## config.mk

```make
export PLATFORM = sky130hd
export DESIGN_NAME = cst_phase_div
export DESIGN_NICKNAME = d
export VERILOG_FILES = /design/src/rtl/core/cst_pkg.sv /design/src/rtl/core/cst_phase_div.sv
export SDC_FILE = /design/constraint.sdc
export NUM_CORES = 2
export LEC_CHECK = 0
export BUFFER_PORTS_ARGS = -buffer_cell sky130_fd_sc_hd__buf_4
export CAP_MARGIN = 40
export CORE_ASPECT_RATIO = 0.9
export CORE_MARGIN = 1.5
export CORE_UTILIZATION = 60
export CTS_BUF_LIST = sky130_fd_sc_hd__clkbuf_8
export CTS_CLUSTER_DIAMETER = 30
export DETAILED_ROUTE_END_ITERATION = 6
export GPL_ROUTABILITY_DRIVEN = 1
export PLACE_DENSITY = 0.87
export SYNTH_ARGS = -nofsm -noshare
export SYNTH_HDL_FRONTEND = slang
export SYNTH_SLANG_ARGS = --single-unit
```

## constraint.sdc

```tcl
create_clock -name clock -period 6 [get_ports clock]
set_input_delay 0.9 -clock clock [delete_from_list [all_inputs] [get_ports clock]]
set_output_delay 0.9 -clock clock [all_outputs]
set_load 0.01 [all_outputs]
```

## src/rtl/core/cst_pkg.sv

```systemverilog
package cst_pkg;

   localparam int TIME_W       = 24;
   localparam int POS_W        = 32;
   localparam int PHASE_W      = 33;
   localparam int XY_W         = 34;
   localparam int Z_W          = 33;
   localparam int CORDIC_ITERS = 24;
   localparam int DIV_STEPS    = 24;
   localparam int CSR_IDX_W    = 3;
   localparam int CSR_DATA_W   = 24;

   localparam logic signed [XY_W-1:0] CORDIC_GAIN = 34'sd652032874;
   localparam logic signed [31:0]     INV_TWO_PI  = 32'sd683565276;
   localparam logic [30:0]            ONE_Q30     = 31'd1073741824;

   // Arctangent of 2^-i, in units of 2^-32 turns.
   localparam logic [31:0] ATAN_TURNS [CORDIC_ITERS] = '{
      32'h20000000, 32'h12E4051E, 32'h09FB385B, 32'h051111D4, 32'h028B0D43, 32'h0145D7E1,
      32'h00A2F61E, 32'h00517C55, 32'h0028BE53, 32'h00145F2F, 32'h000A2F98, 32'h000517CC,
      32'h00028BE6, 32'h000145F3, 32'h0000A2FA, 32'h0000517D, 32'h000028BE, 32'h0000145F,
      32'h00000A30, 32'h00000518, 32'h0000028C, 32'h00000146, 32'h000000A3, 32'h00000051
   };

   typedef enum logic [CSR_IDX_W-1:0] {
      CSR_SAMPLE_COUNT  = 3'd0,
      CSR_SPLIT_ENABLE  = 3'd1,
      CSR_SPLIT_COUNT   = 3'd2,
      CSR_PERIOD_US     = 3'd3,
      CSR_SPLIT_TIME_US = 3'd4
   } csr_index_type;

   typedef enum logic [1:0] {
      SEQ_IDLE,
      SEQ_SETUP,
      SEQ_RUN
   } seq_state_type;

   typedef struct packed {
      logic [TIME_W-1:0] t;
      logic              last;
   } tag_type;

   typedef struct packed {
      logic signed [POS_W-1:0] x0;
      logic signed [POS_W-1:0] y0;
      logic signed [POS_W-1:0] z0;
      logic signed [POS_W-1:0] h;
      logic signed [POS_W:0]   dx;
      logic signed [POS_W:0]   dy;
   } geom_type;

endpackage

```

## src/rtl/core/cst_phase_div.sv

```systemverilog
module cst_phase_div (
   input  logic                         clock,
   input  logic                         reset,
   input  logic                         en,
   input  logic                         in_valid,
   input  cst_pkg::tag_type             in_tag,
   input  logic [cst_pkg::TIME_W-1:0]   period,
   output logic                         out_valid,
   output logic [cst_pkg::PHASE_W-1:0]  out_phase,
   output cst_pkg::tag_type             out_tag
);
   import cst_pkg::*;

   localparam int STAGES = PHASE_W;

   logic              v_ff   [STAGES];
   logic              v_in   [STAGES];
   logic [TIME_W-1:0] rem_ff [STAGES];
   logic [TIME_W-1:0] rem_in [STAGES];
   logic [PHASE_W-1:0] quo_ff [STAGES];
   logic [PHASE_W-1:0] quo_in [STAGES];
   tag_type           tag_ff [STAGES];
   tag_type           tag_in [STAGES];

   // Restoring division of t * 2^32 by the period, one quotient bit per stage.
   // The first stage settles the integer bit, which is set only when t equals the period.
   always_comb begin
      logic          ge0;
      logic [TIME_W:0] sh;
      logic          ge;
      ge0       = in_tag.t >= period;
      v_in[0]   = in_valid;
      rem_in[0] = ge0 ? in_tag.t - period : in_tag.t;
      quo_in[0] = {{(PHASE_W-1){1'b0}}, ge0};
      tag_in[0] = in_tag;
      for (int k = 1; k < STAGES; k++) begin
         sh        = {rem_ff[k-1], 1'b0};
         ge        = sh >= {1'b0, period};
         rem_in[k] = ge ? TIME_W'(sh - {1'b0, period}) : sh[TIME_W-1:0];
         quo_in[k] = {quo_ff[k-1][PHASE_W-2:0], ge};
         v_in[k]   = v_ff[k-1];
         tag_in[k] = tag_ff[k-1];
      end
   end

   always_ff @(posedge clock) begin
      for (int k = 0; k < STAGES; k++) begin
         if (reset) begin
            v_ff[k] <= 1'b0;
         end else if (en) begin
            v_ff[k] <= v_in[k];
         end
         if (en) begin
            rem_ff[k] <= rem_in[k];
            quo_ff[k] <= quo_in[k];
            tag_ff[k] <= tag_in[k];
         end
      end
   end

   assign out_valid = v_ff[STAGES-1];
   assign out_phase = quo_ff[STAGES-1];
   assign out_tag   = tag_ff[STAGES-1];

endmodule

```

Word-level counts from Yosys, hierarchy flattened
Memories as Yosys holds them, arrays and structs flattened.
Cells that the tools add are included.
{"block": "word_totals", "register_bits": 0, "ram_bits": 2739, "inputBits": 53, "out_inout_bits": 59, "memories": 4}
{"name": "quo_ff", "words": 33, "word_bits": 33, "read_ports": 33, "rd_ports_with_merged_regs": 0, "write_ports": 33, "line_no": "cst_phase_div.sv:20", "rtl": "logic [PHASE_W-1:0] quo_ff [STAGES];"}
{"name": "tag_ff", "words": 33, "word_bits": 25, "read_ports": 33, "rd_ports_with_merged_regs": 0, "write_ports": 33, "line_no": "cst_phase_div.sv:22", "rtl": "tag_type tag_ff [STAGES];"}
{"name": "rem_ff", "words": 33, "word_bits": 24, "read_ports": 32, "rd_ports_with_merged_regs": 0, "write_ports": 33, "line_no": "cst_phase_div.sv:18", "rtl": "logic [TIME_W-1:0] rem_ff [STAGES];"}
{"name": "v_ff", "words": 33, "word_bits": 1, "read_ports": 33, "rd_ports_with_merged_regs": 0, "write_ports": 33, "line_no": "cst_phase_div.sv:16", "rtl": "logic v_ff [STAGES];"}
{"block": "classes", "addsub": 33, "n_lt_le_gt_ge": 33, "mux": 72, "bitwise": 33}
{"operator": "$ge A25 B24 Y1", "count": 32}
{"operator": "$mux W24", "count": 33}
{"operator": "$sub A24 B24 Y24", "count": 33}
{"operator": "$mux W1", "count": 39}
{"operator": "$or A1 B1 Y1", "count": 33}
{"operator": "$ge A24 B24 Y1", "count": 1}

Longest topological paths before layout
{"block": "depth", "word_depth": 4, "ltp_mapped": 17}

Worst setup path after synthesis
Ideal clock, no wire load.
{"block": "synth_path", "path_kind": "input to register", "from": "in period[1] (netlist name)", "to": "mem rem_ff[19][17] (netlist: rem_ff[0][473]), data pin", "arrival_ns": 4.432, "required_ns": 5.740, "slack_ns": 1.308, "stages": 13, "path_cell_list": "inv_1 ha_1 nor2b_1 o31a_1 o21ai_1 a21oi_1 o221ai_2 o31ai_1 a311oi_1 a21oi_1 a2111oi_4 buf_6 mux2_2"}
{"element": "from (decl)", "line_no": "cst_phase_div.sv:7", "rtl": "input logic [cst_pkg::TIME_W-1:0] period,"}
{"element": "to (decl)", "line_no": "cst_phase_div.sv:18"}

==> out/results.ini <==
[detailed_routing]
ant_nets=0
drtIter0Drc=6842
wl_um=254000
wl_per_cell_um=21.4
drt_pass1_iterations=7
drc=10
via_per_inst=6.10
vias=72400

[grt]
met3_usage_pct=5.30
gr-usage-met1_pct=36.1
antenna_found_initial=7
grt_busiest_layer=met2
grt_pass1_vias=70700
grt_pass1_wl_um=391000
grt_usage_pct=26.5
grt_max_degree=208
grt_remaining_overflow=0
grt_util_met2_pct=41.5

[synth]
synth_warnings=0
synth_cell_types=92
ys_seq_area_share_pct=58.9
async_flop_share_pct=0
yosys.area_share.simple_pct=8.67
yosys-top-cells-area=edfxtp_1 (59%), ha_1 (8.9%), mux2_2 (3.8%), xnor2_1 (2.8%), a21oi_1 (2.6%)
ys.flop_type=edfxtp_1
synth_top_area_cell=edfxtp_1
syn_avg_cell_area_um2=12.9
synth_xor_area_share_pct=4.72
synth_compound_area_share_pct=12.4
ys_ff_latch=2187
synth_nets=9510
syn-cell-area_um2=111000
syn_inst=8634
synth_top_cell_area_share_pct=58.9
muxShareOfSynthArea_pct=4.12
synth_fa_ha_area_share_pct=9.45
synth_edf_count=2187
synth_top_family_by_area=compound AO/OA/AOI/OAI gates

[sta]
slew_viol_final=0
period_share_pct=75.3
setup_viol=0
rsz0062_at_grt=false
min_period_ns=4.52
clock-skew-final_ns=0.0791
hold_violations=0
postLayoutSetupSlackWorst_ns=1.48
fmax_ghz=0.221
worst_slew_pin_slew_ns=1.13
setup_tns_ns=0
whs_ns=0.125
relSlewSlack_pct=24.5

[pwr]
switchingPower_mw=25.1
sequentialPowerShare_pct=35.8
pwr-share-comb_pct=42.6
intPower_mw=44.2
leakagePower_nw=48.3
p_per_area_nw_per_um2=556
power_frac_clock_pct=21.7
switching_share_pct=36.2
vdd_drop_max_v=0.000397

[floorplanning]
fp.dieW_um=457
ios=112
num_rows=149
initial_core_util_pct=60.6
coreArea_um2=184000
fp.dieArea_um2=188000
die_h_um=412

[critical_path]
worstSetupStartpointType=input pin
worstRegToRegCells=12
end_kind=flip-flop
reg2reg_to=rem_ff[0][755]$_DFFE_PP_
path_class=input pin to flip-flop
rr_startpoint=rem_ff[0][721]$_DFFE_PP_
cp_data_required_time_ns=6.80
arrival_ns=5.31
reg2reg_slack_ns=1.91
crit_fanout=14

[clock_tree]
cts_tree=yes
cts.clk_slew.worst_paths_ns=0.06
cts_resized=0
clock_latency_ns=1.05
cts_root_buf=clkbuf_8
post_cts_buffers=0
cts.path.max_buffers=4
cts_inserted_buffers=421
cts_sinks=2187
htreeDepth=5

[finish]
drive_gt1_share_pct=14.4
final_area_um2=125000
area_growth_syn_to_layout_pct=11.9
layout.nets=9997
final_core_util_pct=67.9

[place]
io_buffers=111
place_ws_ns=0.895
gp_congestion=0.963
placed_cell_area_um2=116000
hpwl_um=173000

[flow_run]
timing.max_cap.violations=0

[outcome]
failed_checks=DRC
status=finished with violations

[min_path]
whs_endpoint=tag_ff[0][23]$_DFFE_PP_
worstHoldStart=in_tag[23]
hold_class=input pin to flip-flop
whs_path_depth=1

## cells by family (layout without fill, tap and decap cells)
kind of cell | after synthesis | after routing
xor+xnor | 601 | 601
mux | 411 | 411
simple gates | 2009 | 2009
compound gates | 2174 | 2174
flops | 2187 | 2187
other cells | 0 | 4
buf+inv | 429 | 1241
fa+ha+maj | 823 | 823
## layout by cell type (no fill, tap or decap), drive strengths merged, types with 302 or more instances in the layout
cell type,Yosys,final
a21o,309,309
inv,209,302
o21ai,593,593
mux2,380,380
a21oi,591,591
ha,791,791
nand2,615,615
edfxtp,2187,2187
xnor2,350,350
clkbuf,110,425
nor2,455,455
## synthesized netlist by cell type (all sizes together), types with 15 or more instances
library cell and n:
nand2 615, a31oi 70, a21boi 49, nand2b 122, nor2b 125, and3 71, mux2i 31, or2 26
nand4 91, a211oi 53, o21bai 60, mux2 380, or3 43, clkbuf 110, and2 78, fa 32
a311oi 15, nor4 22, nor3 127, o21a 117, xor2 251, a31o 20, a21oi 591, a211o 24
xnor2 350, edfxtp 2187, o211ai 27, inv 209, buf 110, a21o 309, o31ai 59, nand3 163
nor2 455, a2111oi 18, o21ai 593, ha 791, o31a 25
## power by group through the flow
stage	logic (mW)	registers (mW)	clock network (mW)
6_report	29.5	24.8	15.0
5_1_grt	32.4	25.0	16.0
4_1_cts	29.0	24.7	15.4
3_5_place_dp	28.6	24.9	0
3_3_place_gp	27.6	24.9	0
2_1_floorplan	22.6	23.6	0
## how the worst max path moves through the flow
stage / startpoint / to / slack (ns) / cells after the start
finish: in_tag[1] / rem_ff[0][12]$_DFFE_PP_ / 1.48 / 16
global route: in_tag[1] / rem_ff[0][12]$_DFFE_PP_ / 1.23 / 16
CTS: in_tag[1] / rem_ff[0][7]$_DFFE_PP_ / 1.69 / 16
detailed placement: period[5] / rem_ff[0][755]$_DFFE_PP_ / 0.89 / 14
global placement: in_tag[1] / rem_ff[0][3]$_DFFE_PP_ / 0.91 / 14
floorplan: period[1] / rem_ff[0][473]$_DFFE_PP_ / 1.31 / 13
## metrics by stage
stage	power [mW]	instances
after floorplan	46.2	8634
after global placement	52.5	11100
after detailed placement	53.6	11100
after CTS	69.1	11900
after global routing	73.5	11900
final	69.4	11900
## state kept, by name, summed over array words and instances, names as in the netlist
register	flops
rem_ff	768
tag_ff	825
quo_ff	561
v_ff	33
## timing repair
action / 4_1_cts / 5_1_grt
endpoints found under the setup margin: 0 / 0
hold buffers: 17 / 0
endpoints found under the hold margin: 17 / 0
## layout make-up
class / count / area (µm²)
diodes: 4 / 10.0
clock buffers: 424 / 5840
clock inverters: 324 / 2820
fillers: 12500 / 59100
inverters: 209 / 785
multi-input cells: 6018 / 43900
flip-flops and latches: 2187 / 65700
well taps: 2416 / 3020
repair buffers: 284 / 2680
## per-layer routing
metal  vias up  part of all wire (%)
li1      34000                     -
met1     34700                    42
met2      2930                    46
met3       650                   7.8
met4         4                   4.1
met5         -                 0.013
## critical path, stage by stage
cell and delay (ns):
dlygate4sd3_1 0.52, buf_4 0.11, inv_1 0.07, ha_1 0.22, fa_1 0.41, nor2b_1 0.12
o21ai_0 0.10, a21boi_0 0.27, o21ai_0 0.16, a21oi_1 0.37, a2111oi_0 0.29, nor2b_1 0.21
o31ai_1 0.35, o21a_1 0.61, buf_8 0.24, mux2_2 0.35
Note: power is estimated with default switching activity, not from simulation.
