`config.mk`:
```
export PLATFORM = sky130hd
export DESIGN_NAME = cst_seq
export DESIGN_NICKNAME = d
export VERILOG_FILES = /design/src/rtl/core/cst_pkg.sv /design/src/rtl/core/cst_seq.sv
export SDC_FILE = /design/constraint.sdc
export NUM_CORES = 1
export LEC_CHECK = 0
export ABC_CLOCK_PERIOD_IN_PS = 29300
export BUFFER_PORTS_ARGS = -buffer_cell sky130_fd_sc_hd__buf_4
export CORE_MARGIN = 2
export CORE_UTILIZATION = 50
export CTS_CLUSTER_SIZE = 14
export DETAILED_ROUTE_END_ITERATION = 7
export PLACE_DENSITY = 0.81
export SLEW_MARGIN = 5
export SYNTH_ARGS = -nofsm -noshare
export SYNTH_HDL_FRONTEND = slang
export SYNTH_SLANG_ARGS = --single-unit
```
`constraint.sdc`:
```
create_clock -name clock -period 29.3 [get_ports clock]
set_input_delay 4.395 -clock clock [delete_from_list [all_inputs] [get_ports clock]]
set_output_delay 4.395 -clock clock [all_outputs]
set_load 0.1 [all_outputs]
```
`src/rtl/core/cst_pkg.sv`:
```
package cst_pkg;

   localparam int TIME_W       = 24;
   localparam int POS_W        = 32;
   localparam int PHASE_W      = 33;
   localparam int XY_W         = 34;
   localparam int Z_W          = 33;
   localparam int CORDIC_ITERS = 24;
   localparam int DIV_STEPS    = 24;
   localparam int CSR_IDX_W    = 3;
   localparam int CSR_DATA_W   = 24;

   localparam logic signed [XY_W-1:0] CORDIC_GAIN = 34'sd652032874;
   localparam logic signed [31:0]     INV_TWO_PI  = 32'sd683565276;
   localparam logic [30:0]            ONE_Q30     = 31'd1073741824;

   // Arctangent of 2^-i, in units of 2^-32 turns.
   localparam logic [31:0] ATAN_TURNS [CORDIC_ITERS] = '{
      32'h20000000, 32'h12E4051E, 32'h09FB385B, 32'h051111D4, 32'h028B0D43, 32'h0145D7E1,
      32'h00A2F61E, 32'h00517C55, 32'h0028BE53, 32'h00145F2F, 32'h000A2F98, 32'h000517CC,
      32'h00028BE6, 32'h000145F3, 32'h0000A2FA, 32'h0000517D, 32'h000028BE, 32'h0000145F,
      32'h00000A30, 32'h00000518, 32'h0000028C, 32'h00000146, 32'h000000A3, 32'h00000051
   };

   typedef enum logic [CSR_IDX_W-1:0] {
      CSR_SAMPLE_COUNT  = 3'd0,
      CSR_SPLIT_ENABLE  = 3'd1,
      CSR_SPLIT_COUNT   = 3'd2,
      CSR_PERIOD_US     = 3'd3,
      CSR_SPLIT_TIME_US = 3'd4
   } csr_index_type;

   typedef enum logic [1:0] {
      SEQ_IDLE,
      SEQ_SETUP,
      SEQ_RUN
   } seq_state_type;

   typedef struct packed {
      logic [TIME_W-1:0] t;
      logic              last;
   } tag_type;

   typedef struct packed {
      logic signed [POS_W-1:0] x0;
      logic signed [POS_W-1:0] y0;
      logic signed [POS_W-1:0] z0;
      logic signed [POS_W-1:0] h;
      logic signed [POS_W:0]   dx;
      logic signed [POS_W:0]   dy;
   } geom_type;

endpackage

```
`src/rtl/core/cst_seq.sv`:
```
module cst_seq #(
   parameter int MAX_SAMPLES = 64
) (
   input  logic                         clock,
   input  logic                         reset,
   input  logic                         start,
   input  logic                         en,
   input  logic [6:0]                   sample_count,
   input  logic                         split_enable,
   input  logic [5:0]                   split_count,
   input  logic [cst_pkg::TIME_W-1:0]   period,
   input  logic [cst_pkg::TIME_W-1:0]   split_time,
   output logic                         out_valid,
   output cst_pkg::tag_type             out_tag
);
   import cst_pkg::*;

   localparam int IDX_W = (MAX_SAMPLES > 2) ? $clog2(MAX_SAMPLES) : 1;
   localparam int NW    = IDX_W + 1;
   localparam int CNT_W = $clog2(DIV_STEPS);

   seq_state_type     state_ff, state_in;
   logic [CNT_W-1:0]  cnt_ff, cnt_in;
   logic [TIME_W-1:0] a_quo_ff, a_quo_in, b_quo_ff, b_quo_in;
   logic [IDX_W-1:0]  a_rem_ff, a_rem_in, b_rem_ff, b_rem_in;
   logic [IDX_W-1:0]  idx_ff, idx_in;
   logic [TIME_W-1:0] q_ff, q_in;
   logic [IDX_W-1:0]  r_ff, r_in;

   logic [6:0]        n7, m7, sc7;
   logic              split;
   logic [IDX_W-1:0]  a_den, b_den;
   logic [NW-1:0]     a_sh, b_sh;
   logic              a_ge, b_ge;
   logic              last, seg2;
   logic [TIME_W-1:0] inc_q, q_sum;
   logic [IDX_W-1:0]  inc_r, den;
   logic [NW-1:0]     r_sum;

   always_comb begin
      n7 = (sample_count < 7'd2) ? 7'd2 :
           ((sample_count > 7'(MAX_SAMPLES)) ? 7'(MAX_SAMPLES) : sample_count);
      sc7 = {1'b0, split_count};
      m7 = (sc7 < 7'd2) ? 7'd2 : ((sc7 > n7 - 7'd1) ? n7 - 7'd1 : sc7);
      split = split_enable && (n7 >= 7'd3);
      a_den = split ? IDX_W'(m7 - 7'd1) : IDX_W'(n7 - 7'd1);
      b_den = IDX_W'(n7 - m7);
   end

   // Step increments of the sample-time accumulator, one quotient bit a cycle.
   always_comb begin
      a_sh = {a_rem_ff, a_quo_ff[TIME_W-1]};
      b_sh = {b_rem_ff, b_quo_ff[TIME_W-1]};
      a_ge = a_sh >= {1'b0, a_den};
      b_ge = b_sh >= {1'b0, b_den};
   end

   always_comb begin
      last  = {1'b0, idx_ff} == NW'(n7 - 7'd1);
      seg2  = split && ({1'b0, idx_ff} >= NW'(m7 - 7'd1));
      inc_q = seg2 ? b_quo_ff : a_quo_ff;
      inc_r = seg2 ? b_rem_ff : a_rem_ff;
      den   = seg2 ? b_den : a_den;
      r_sum = {1'b0, r_ff} + {1'b0, inc_r};
      q_sum = q_ff + inc_q;
   end

   always_comb begin
      state_in = state_ff;
      cnt_in   = cnt_ff;
      a_quo_in = a_quo_ff;
      b_quo_in = b_quo_ff;
      a_rem_in = a_rem_ff;
      b_rem_in = b_rem_ff;
      idx_in   = idx_ff;
      q_in     = q_ff;
      r_in     = r_ff;
      out_valid = 1'b0;
      out_tag.t = q_ff;
      out_tag.last = last;
      case (state_ff)
         SEQ_IDLE: begin
            if (start) begin
               state_in = SEQ_SETUP;
               cnt_in   = '0;
               a_quo_in = split ? split_time : period;
               b_quo_in = period - split_time;
               a_rem_in = '0;
               b_rem_in = '0;
            end
         end
         SEQ_SETUP: begin
            a_rem_in = a_ge ? IDX_W'(a_sh - {1'b0, a_den}) : a_sh[IDX_W-1:0];
            b_rem_in = b_ge ? IDX_W'(b_sh - {1'b0, b_den}) : b_sh[IDX_W-1:0];
            a_quo_in = {a_quo_ff[TIME_W-2:0], a_ge};
            b_quo_in = {b_quo_ff[TIME_W-2:0], b_ge};
            cnt_in   = cnt_ff + 1'b1;
            if (cnt_ff == CNT_W'(DIV_STEPS - 1)) begin
               state_in = SEQ_RUN;
               idx_in   = '0;
               q_in     = '0;
               r_in     = '0;
            end
         end
         SEQ_RUN: begin
            out_valid = 1'b1;
            if (en) begin
               if (last) begin
                  state_in = SEQ_IDLE;
               end else begin
                  idx_in = idx_ff + 1'b1;
                  if (r_sum >= {1'b0, den}) begin
                     r_in = IDX_W'(r_sum - {1'b0, den});
                     q_in = q_sum + 1'b1;
                  end else begin
                     r_in = r_sum[IDX_W-1:0];
                     q_in = q_sum;
                  end
               end
            end
         end
         default: begin
            state_in = SEQ_IDLE;
         end
      endcase
   end

   always_ff @(posedge clock) begin
      if (reset) begin
         state_ff <= SEQ_IDLE;
      end else begin
         state_ff <= state_in;
      end
      cnt_ff   <= cnt_in;
      a_quo_ff <= a_quo_in;
      b_quo_ff <= b_quo_in;
      a_rem_ff <= a_rem_in;
      b_rem_ff <= b_rem_in;
      idx_ff   <= idx_in;
      q_ff     <= q_in;
      r_ff     <= r_in;
   end

endmodule

```
Word level (Yosys, flattened, before mapping)
Cells that the tools add are included.
{"block": "op_classes", "add_sub_neg": 12, "n_lt_le_gt_ge": 9, "n_eq_ne": 9, "muxes": 39, "n_reduce_logical": 8}
{"op": "24-bit two-way mux", "count": 8}
{"op": "24-bit case mux with 2 select lines", "count": 3}
{"op": "6-bit two-way mux", "count": 12}
{"op": "6-bit case mux with 2 select lines", "count": 4}
{"op": "7-bit two-way mux", "count": 4}
{"op": "24-bit by 1-bit adder with 24-bit output (second input constant)", "count": 1}
{"op": "24-bit adder", "count": 1}
{"op": "24-bit subtractor", "count": 1}
{"op": "6-bit subtractor", "count": 4}
{"op": "7-bit by 6-bit >= comparator with 1-bit output", "count": 3}
{"op": "7-bit by 1-bit subtractor with 7-bit output (second input constant)", "count": 2}
{"op": "2-bit != test (second input constant)", "count": 5}
{"op": "5-bit case mux with 2 select lines", "count": 1}
{"op": "2-bit two-way mux", "count": 4}
{"op": "4-bit AND reduction", "count": 2}
{"op": "6-bit by 6-bit adder with 7-bit output", "count": 1}
{"op": "6-bit by 7-bit == test with 1-bit output", "count": 1}
{"op": "6-bit by 7-bit >= comparator with 1-bit output", "count": 1}
{"op": "7-bit by 2-bit >= comparator with 1-bit output (second input constant)", "count": 1}
{"op": "6-bit by 7-bit greater-than comparator with 1-bit output", "count": 1}
{"op": "7-bit greater-than comparator (second input constant)", "count": 1}
{"op": "7-bit by 2-bit < comparator with 1-bit output (second input constant)", "count": 1}
{"op": "6-bit by 1-bit adder with 6-bit output (second input constant)", "count": 1}
{"op": "6-bit by 2-bit < comparator with 1-bit output (second input constant)", "count": 1}
{"op": "other kinds (11)", "count": 13}
{"block": "totals", "regBits": 103, "inputBits": 66, "out_inout_bits": 26}

Depth between registers and ports, before layout
{"block": "logic_depth", "ltp_word": 17, "depth_mapped": 41, "depth_no_buf": 38}

Least setup slack after synthesis
OpenSTA, ideal clock, no wires.
{"block": "synth_path", "kind": "input -> register", "from": "in sample_count[5]", "to": "reg q_ff[19], data pin", "setup_ns": 0.146, "arrival_time_ns": 13.068, "required_time_ns": 29.154, "setup_slack_ns": 16.086, "cell_stages": 37, "path_buffers": 2, "cell_sequence": "or4_1 -> o21ai_1 -> ha_1 -> or3b_2 -> a221oi_2 -> ha_1 -> a21o_1 -> a21o_1 -> o221a_2 -> buf_2 -> mux2i_1 -> nor2_1 -> inv_1 -> ha_1 -> xor2_1 -> ha_1 -> o21ai_0 -> o21a_1 -> o21ai_0 -> o211ai_1 -> nor2_1 -> clkbuf_1 -> mux2_2 -> ha_1 -> inv_1 -> fa_1 -> inv_1 -> ha_1 -> nor2b_1 -> o21ai_0 -> a21boi_1 -> o21ai_0 -> a31oi_1 -> o21ai_0 -> or4_4 -> or4_1 -> a21oi_1"}
{"block": "synth_between", "elab_chain_cells": 17, "word_cells_on_any_way": 26}
{"element": "start: declaration", "line_no": "cst_seq.sv:8", "source": "input logic [6:0] sample_count,"}
{"element": "7-bit greater-than comparator", "line_no": "cst_seq.sv:42", "source": "((sample_count > 7'(MAX_SAMPLES)) ? 7'(MAX_SAMPLES) : sample_count);"}
{"element": "7-bit two-way mux", "line_no": "cst_seq.sv:42"}
{"element": "7-bit two-way mux (*)", "line_no": "cst_seq.sv:41", "source": "n7 = (sample_count < 7'd2) ? 7'd2 :"}
{"element": "7-bit by 1-bit subtractor with 7-bit output", "line_no": "cst_seq.sv:44", "source": "m7 = (sc7 < 7'd2) ? 7'd2 : ((sc7 > n7 - 7'd1) ? n7 - 7'd1 : sc7);"}
{"element": "6-bit by 7-bit greater-than comparator with 1-bit output", "line_no": "cst_seq.sv:44"}
{"element": "7-bit two-way mux (2 in a row)", "line_no": "cst_seq.sv:44"}
{"element": "7-bit by 1-bit subtractor with 7-bit output", "line_no": "cst_seq.sv:60", "source": "seg2 = split && ({1'b0, idx_ff} >= NW'(m7 - 7'd1));"}
{"element": "6-bit by 7-bit >= comparator with 1-bit output", "line_no": "cst_seq.sv:60"}
{"element": "1-bit logical AND", "line_no": "cst_seq.sv:60"}
{"element": "24-bit two-way mux / 6-bit two-way mux (equally long branches)", "line_no": "cst_seq.sv:61, cst_seq.sv:62"}
{"element": "24-bit adder / 6-bit by 6-bit adder with 7-bit output (equally long branches)", "line_no": "cst_seq.sv:65, cst_seq.sv:64"}
{"element": "24-bit by 1-bit adder with 24-bit output / 7-bit by 6-bit >= comparator with 1-bit output (equally long branches)", "line_no": "cst_seq.sv:114, cst_seq.sv:112"}
{"element": "24-bit two-way mux (*)", "line_no": "cst_seq.sv:112", "source": "if (r_sum >= {1'b0, den}) begin"}
{"element": "24-bit two-way mux (*)", "line_no": "cst_seq.sv:108", "source": "if (last) begin"}
{"element": "24-bit two-way mux (*)", "line_no": "cst_seq.sv:107", "source": "if (en) begin"}
{"element": "24-bit case mux with 2 select lines (*)", "line_no": "cst_seq.sv:81", "source": "case (state_ff)"}
{"element": "end signal: assignment", "line_no": "cst_seq.sv:140", "source": "q_ff <= q_in;"}
{"element": "end: declaration", "line_no": "cst_seq.sv:27", "source": "logic [TIME_W-1:0] q_ff, q_in;"}
Mark *: on every way between the ends. The rest lies on a longest branch, timed or not. The select of a mux whose other input is x is not followed.
A chain may end at the register's enable or synchronous reset.

Worst setup path in the final report
{"block": "layout_path", "from": "in sample_count[3]", "to": "reg q_ff[19], data pin"}
The elaborated chain is that of the path after synthesis.

==> results.md <==
* Outcome: completed
* Sink Count at approximately 100
* CTS Root Cell: clkbuf_16
* NetSw at about 0.42 mW
* CP required at about 30000 ps
* DRT Wirelength at roughly 25000 um
* Maximum vdd drop at between 0.05 and 0.06 mV
* CP Class: in2reg
* Gp weighted congestion at ~0.94
* Unrepaired setup endpoints after global routing: no
* Startpoint type of the worst setup path: input pin
* Global Route Usage Sum at 23.7%
* Tcrit/Tclk final at a little under half
* Resize count post-CTS at 0
* Vias in the first global route at about 8200
* Synth Area per Inst at around 8.8 um^2
* Maximum clock insertion buffer count at 2
* Final global-route overflow total at 0
* Sw Ratio at 47.3%
* DRT Pass-1 Iters at 4
* Clock H-tree levels at 3
* Flop pwr share at around a quarter
* Crit. End Element: register
* Max Clk Rate at between 70 and 80 MHz
* Post-synthesis adder-cell area fraction at between 10% and 20%
* DR vias/cell at between 5 and 6
* Global-route wire length before repair at 40700 um
* Power Density at 79.3 nW/um^2
* Dominant synthesized flop cell: edfxtp_1
* Largest family of logic cells by synthesized area: compound AO/OA/AOI/OAI gates
* Critical-path top delay cell: or4_1
* Total number of yosys warnings at 0
* R2R Setup Slk at 23390 ps
* Worst hold margin at roughly 560 ps
* Post-Syn Nets at roughly 1300
* Synth Area in XOR/XNOR at under 10%
* Largest net degree at the start of global routing at 74
* Sequential area share after synthesis at a little under a third
* Compound-cell area share of the yosys netlist at between 10% and 20%
* Die Wd at 145 um
* Routed via count at ~8500
* Final setup viols at 0
* Max-cap check violation count at 0
* Layout cells sized above 1 at between 15 and 20%
* Cts bufs inserted at 9
* Slew HR at between 30 and 40%
* Reg2reg path depth at 22
* Post-route minimum period at between 10000 and 15000 ps
* CP arrival at between 10000 and 15000 ps
* FFs w/ async S/R, synth at 0%
* IO Count at 92
* FF-to-FF Start: idx_ff[2]
* Worst Setup SP: sample_count[3]
* 1st-iter DRT viols at between 500 and 600
* Final setup TNS at 0 ps
* Number of synthesized flops with an enable pin at 101
* Worst path most repeated cell: ha_1
* Max Slew Vio Count at 0
* Initial core utilization at about half
* Area delta synth->final at 12.3%
* Die area at 21000 um^2
* Row cnt at between 50 and 60
* Antenna diodes at 0
* Antenna violations before repair at 0
* Combinational Power Share at 60.9%
* Hold Fails Final Rpt at 0
* RR Endpoint: q_ff[19]
* Clock transition at path regs at 80 ps
* LEAKAGE at 4.68 nW
* Worst min-delay path class: reg2reg
* Clock share of power at roughly 14%
* Final antenna-violating net count at 0
* Internal power at between 0.4 and 0.5 mW
* PortBufs at between 90 and 100
* # fillers at about 1800
* Synth unique cells at about 90
* Syn Std Cell Area at between 9000 and 10000 um^2
* Number of synthesized register bits at between 100 and 150
* Post-Syn Instances at 1131
* Core area at slightly below 20000 um^2
* Die Y at about 150 um
* Critical path peak fanout at 34
* CTS tree: yes
* Synth Area in Simple Gates at 18.6%
* Net count, final at 1368
* Hold-fix buffers, CTS at 0
* Setup Buffers After CTS at 0
* Post-route DRC violation count at 0
* Clock Latency Late Sink at about 370 ps
* WL/cell at about 17 um
* Crit-path max cell delay at 600 ps
* DP HPWL at 19300 um
* Setup crit end: q_ff[19]
* Clock skew at about 8.7 ps
* Slew @ Worst Pin at between 900 and 1000 ps
* Post-synthesis mux area share at ~6.0%
-- cells by family (layout without fill, tap and decap cells) --
logic type | Yosys count | in the layout
buf+inv | 111 | 187
xor+xnor | 76 | 76
flops | 103 | 103
mux | 55 | 55
fa+ha+maj | 100 | 100
compound gates | 307 | 307
simple gates | 379 | 379
-- through the flow --
stage	power (mW)	cells	utilization, %	setup slack, ps	area [um^2]
after CTS	0.882	1472	57.2	15600	11200
final	0.886	1472	57.2	15500	11200
after global placement	0.742	1456	55.7	15490	10900
after floorplan	0.640	1131	-	16090	9950
after detailed placement	0.753	1456	55.7	15220	10900
after global routing	0.952	1472	57.2	14880	11200
-- power groups by stage --
stage / Sequential [mW] / Clock (mW) / Combinational, mW
4_1_cts: 0.221 / 0.127 / 0.535
2_1_floorplan: 0.253 / 0 / 0.388
6_report: 0.221 / 0.126 / 0.540
5_1_grt: 0.224 / 0.132 / 0.596
3_5_place_dp: 0.223 / 0 / 0.530
3_3_place_gp: 0.223 / 0 / 0.520
-- worst min path at each step --
stage | cells past startpoint | endpoint | start | slack (ps)
finish | 2 | b_quo_ff[15] | b_quo_ff[14] | 560
global route | 2 | a_quo_ff[20] | a_quo_ff[19] | 600
CTS | 2 | b_quo_ff[6] | b_quo_ff[5] | 560
detailed placement | 2 | b_quo_ff[6] | b_quo_ff[5] | 530
global placement | 2 | a_quo_ff[11] | a_quo_ff[10] | 530
floorplan | 2 | b_quo_ff[6] | b_quo_ff[5] | 500
-- critical path, delay by kind of cell --
kind / cells / cell delay (ps)
xor gates and xnor gates: 1 / 200
buffers and inverters: 5 / 830
muxes: 2 / 570
adders and majority gates: 7 / 2060
and+or+nand+nor: 7 / 2420
AOI/OAI and AO/OA: 15 / 3540
-- sequential cells by signal, indices dropped and copies added, names as in the netlist --
register / count
cnt_ff: 5
idx_ff: 6
b_quo_ff: 24
a_rem_ff: 6
r_ff: 6
b_rem_ff: 6
a_quo_ff: 24
q_ff: 24
state_ff: 2
-- Yosys cell counts (all sizes together), types with 4 or more instances --
master,instances,share of area (%)
nand2,93,3.5
mux2i,14,1.4
a211oi,11,1.0
and3,12,0.78
o31ai,14,1.1
xor2,30,2.7
mux2,41,4.6
a311oi,4,0.41
nor3,25,1.4
edfxtp,101,30
o211a,4,0.40
nor2,144,5.5
ha,93,12
o21ai,77,3.9
or2,6,0.38
a211o,4,0.36
and2,10,0.64
a21boi,6,0.45
a21oi,108,5.5
clkbuf,26,0.98
inv,73,2.8
nand2b,8,0.50
nor2b,17,1.1
nand3,19,0.96
fa,7,1.4
or4,5,0.41
a21o,19,1.4
xnor2,46,4.4
a31oi,5,0.31
o211ai,9,0.73
buf,12,0.78
nor4,8,0.65
nand4,9,0.72
o21a,18,1.4
or3,6,0.38
-- final cells by class --
type                    instances  area, um^2  area share (%)
multi-input cells             917        6460            57.8
flip-flops and latches        103        3070            27.5
repair buffers                 98         736            6.59
well taps                     265         332            2.97
inverters                      73         274            2.45
clock buffers                   9         225            2.02
clock inverters                 7        75.1           0.672
-- layout by cell type (no fill, tap or decap), types with 41 or more instances in the layout --
master    instances
edfxtp_1        101
buf_4            98
inv_1            73
o21ai_0          70
nor2_1          141
xnor2_1          43
ha_1             93
nand2_1          92
a21oi_1         105
mux2_2           41
-- per-layer routing --
metal / wire, um / GRT usage [%]
met1: 10900 / 31.0
met2: 12100 / 40.3
met3: 1340 / 2.52
met4: 803 / 9.80
met5: 0 / 0
(Power assumes the default switching activity.)
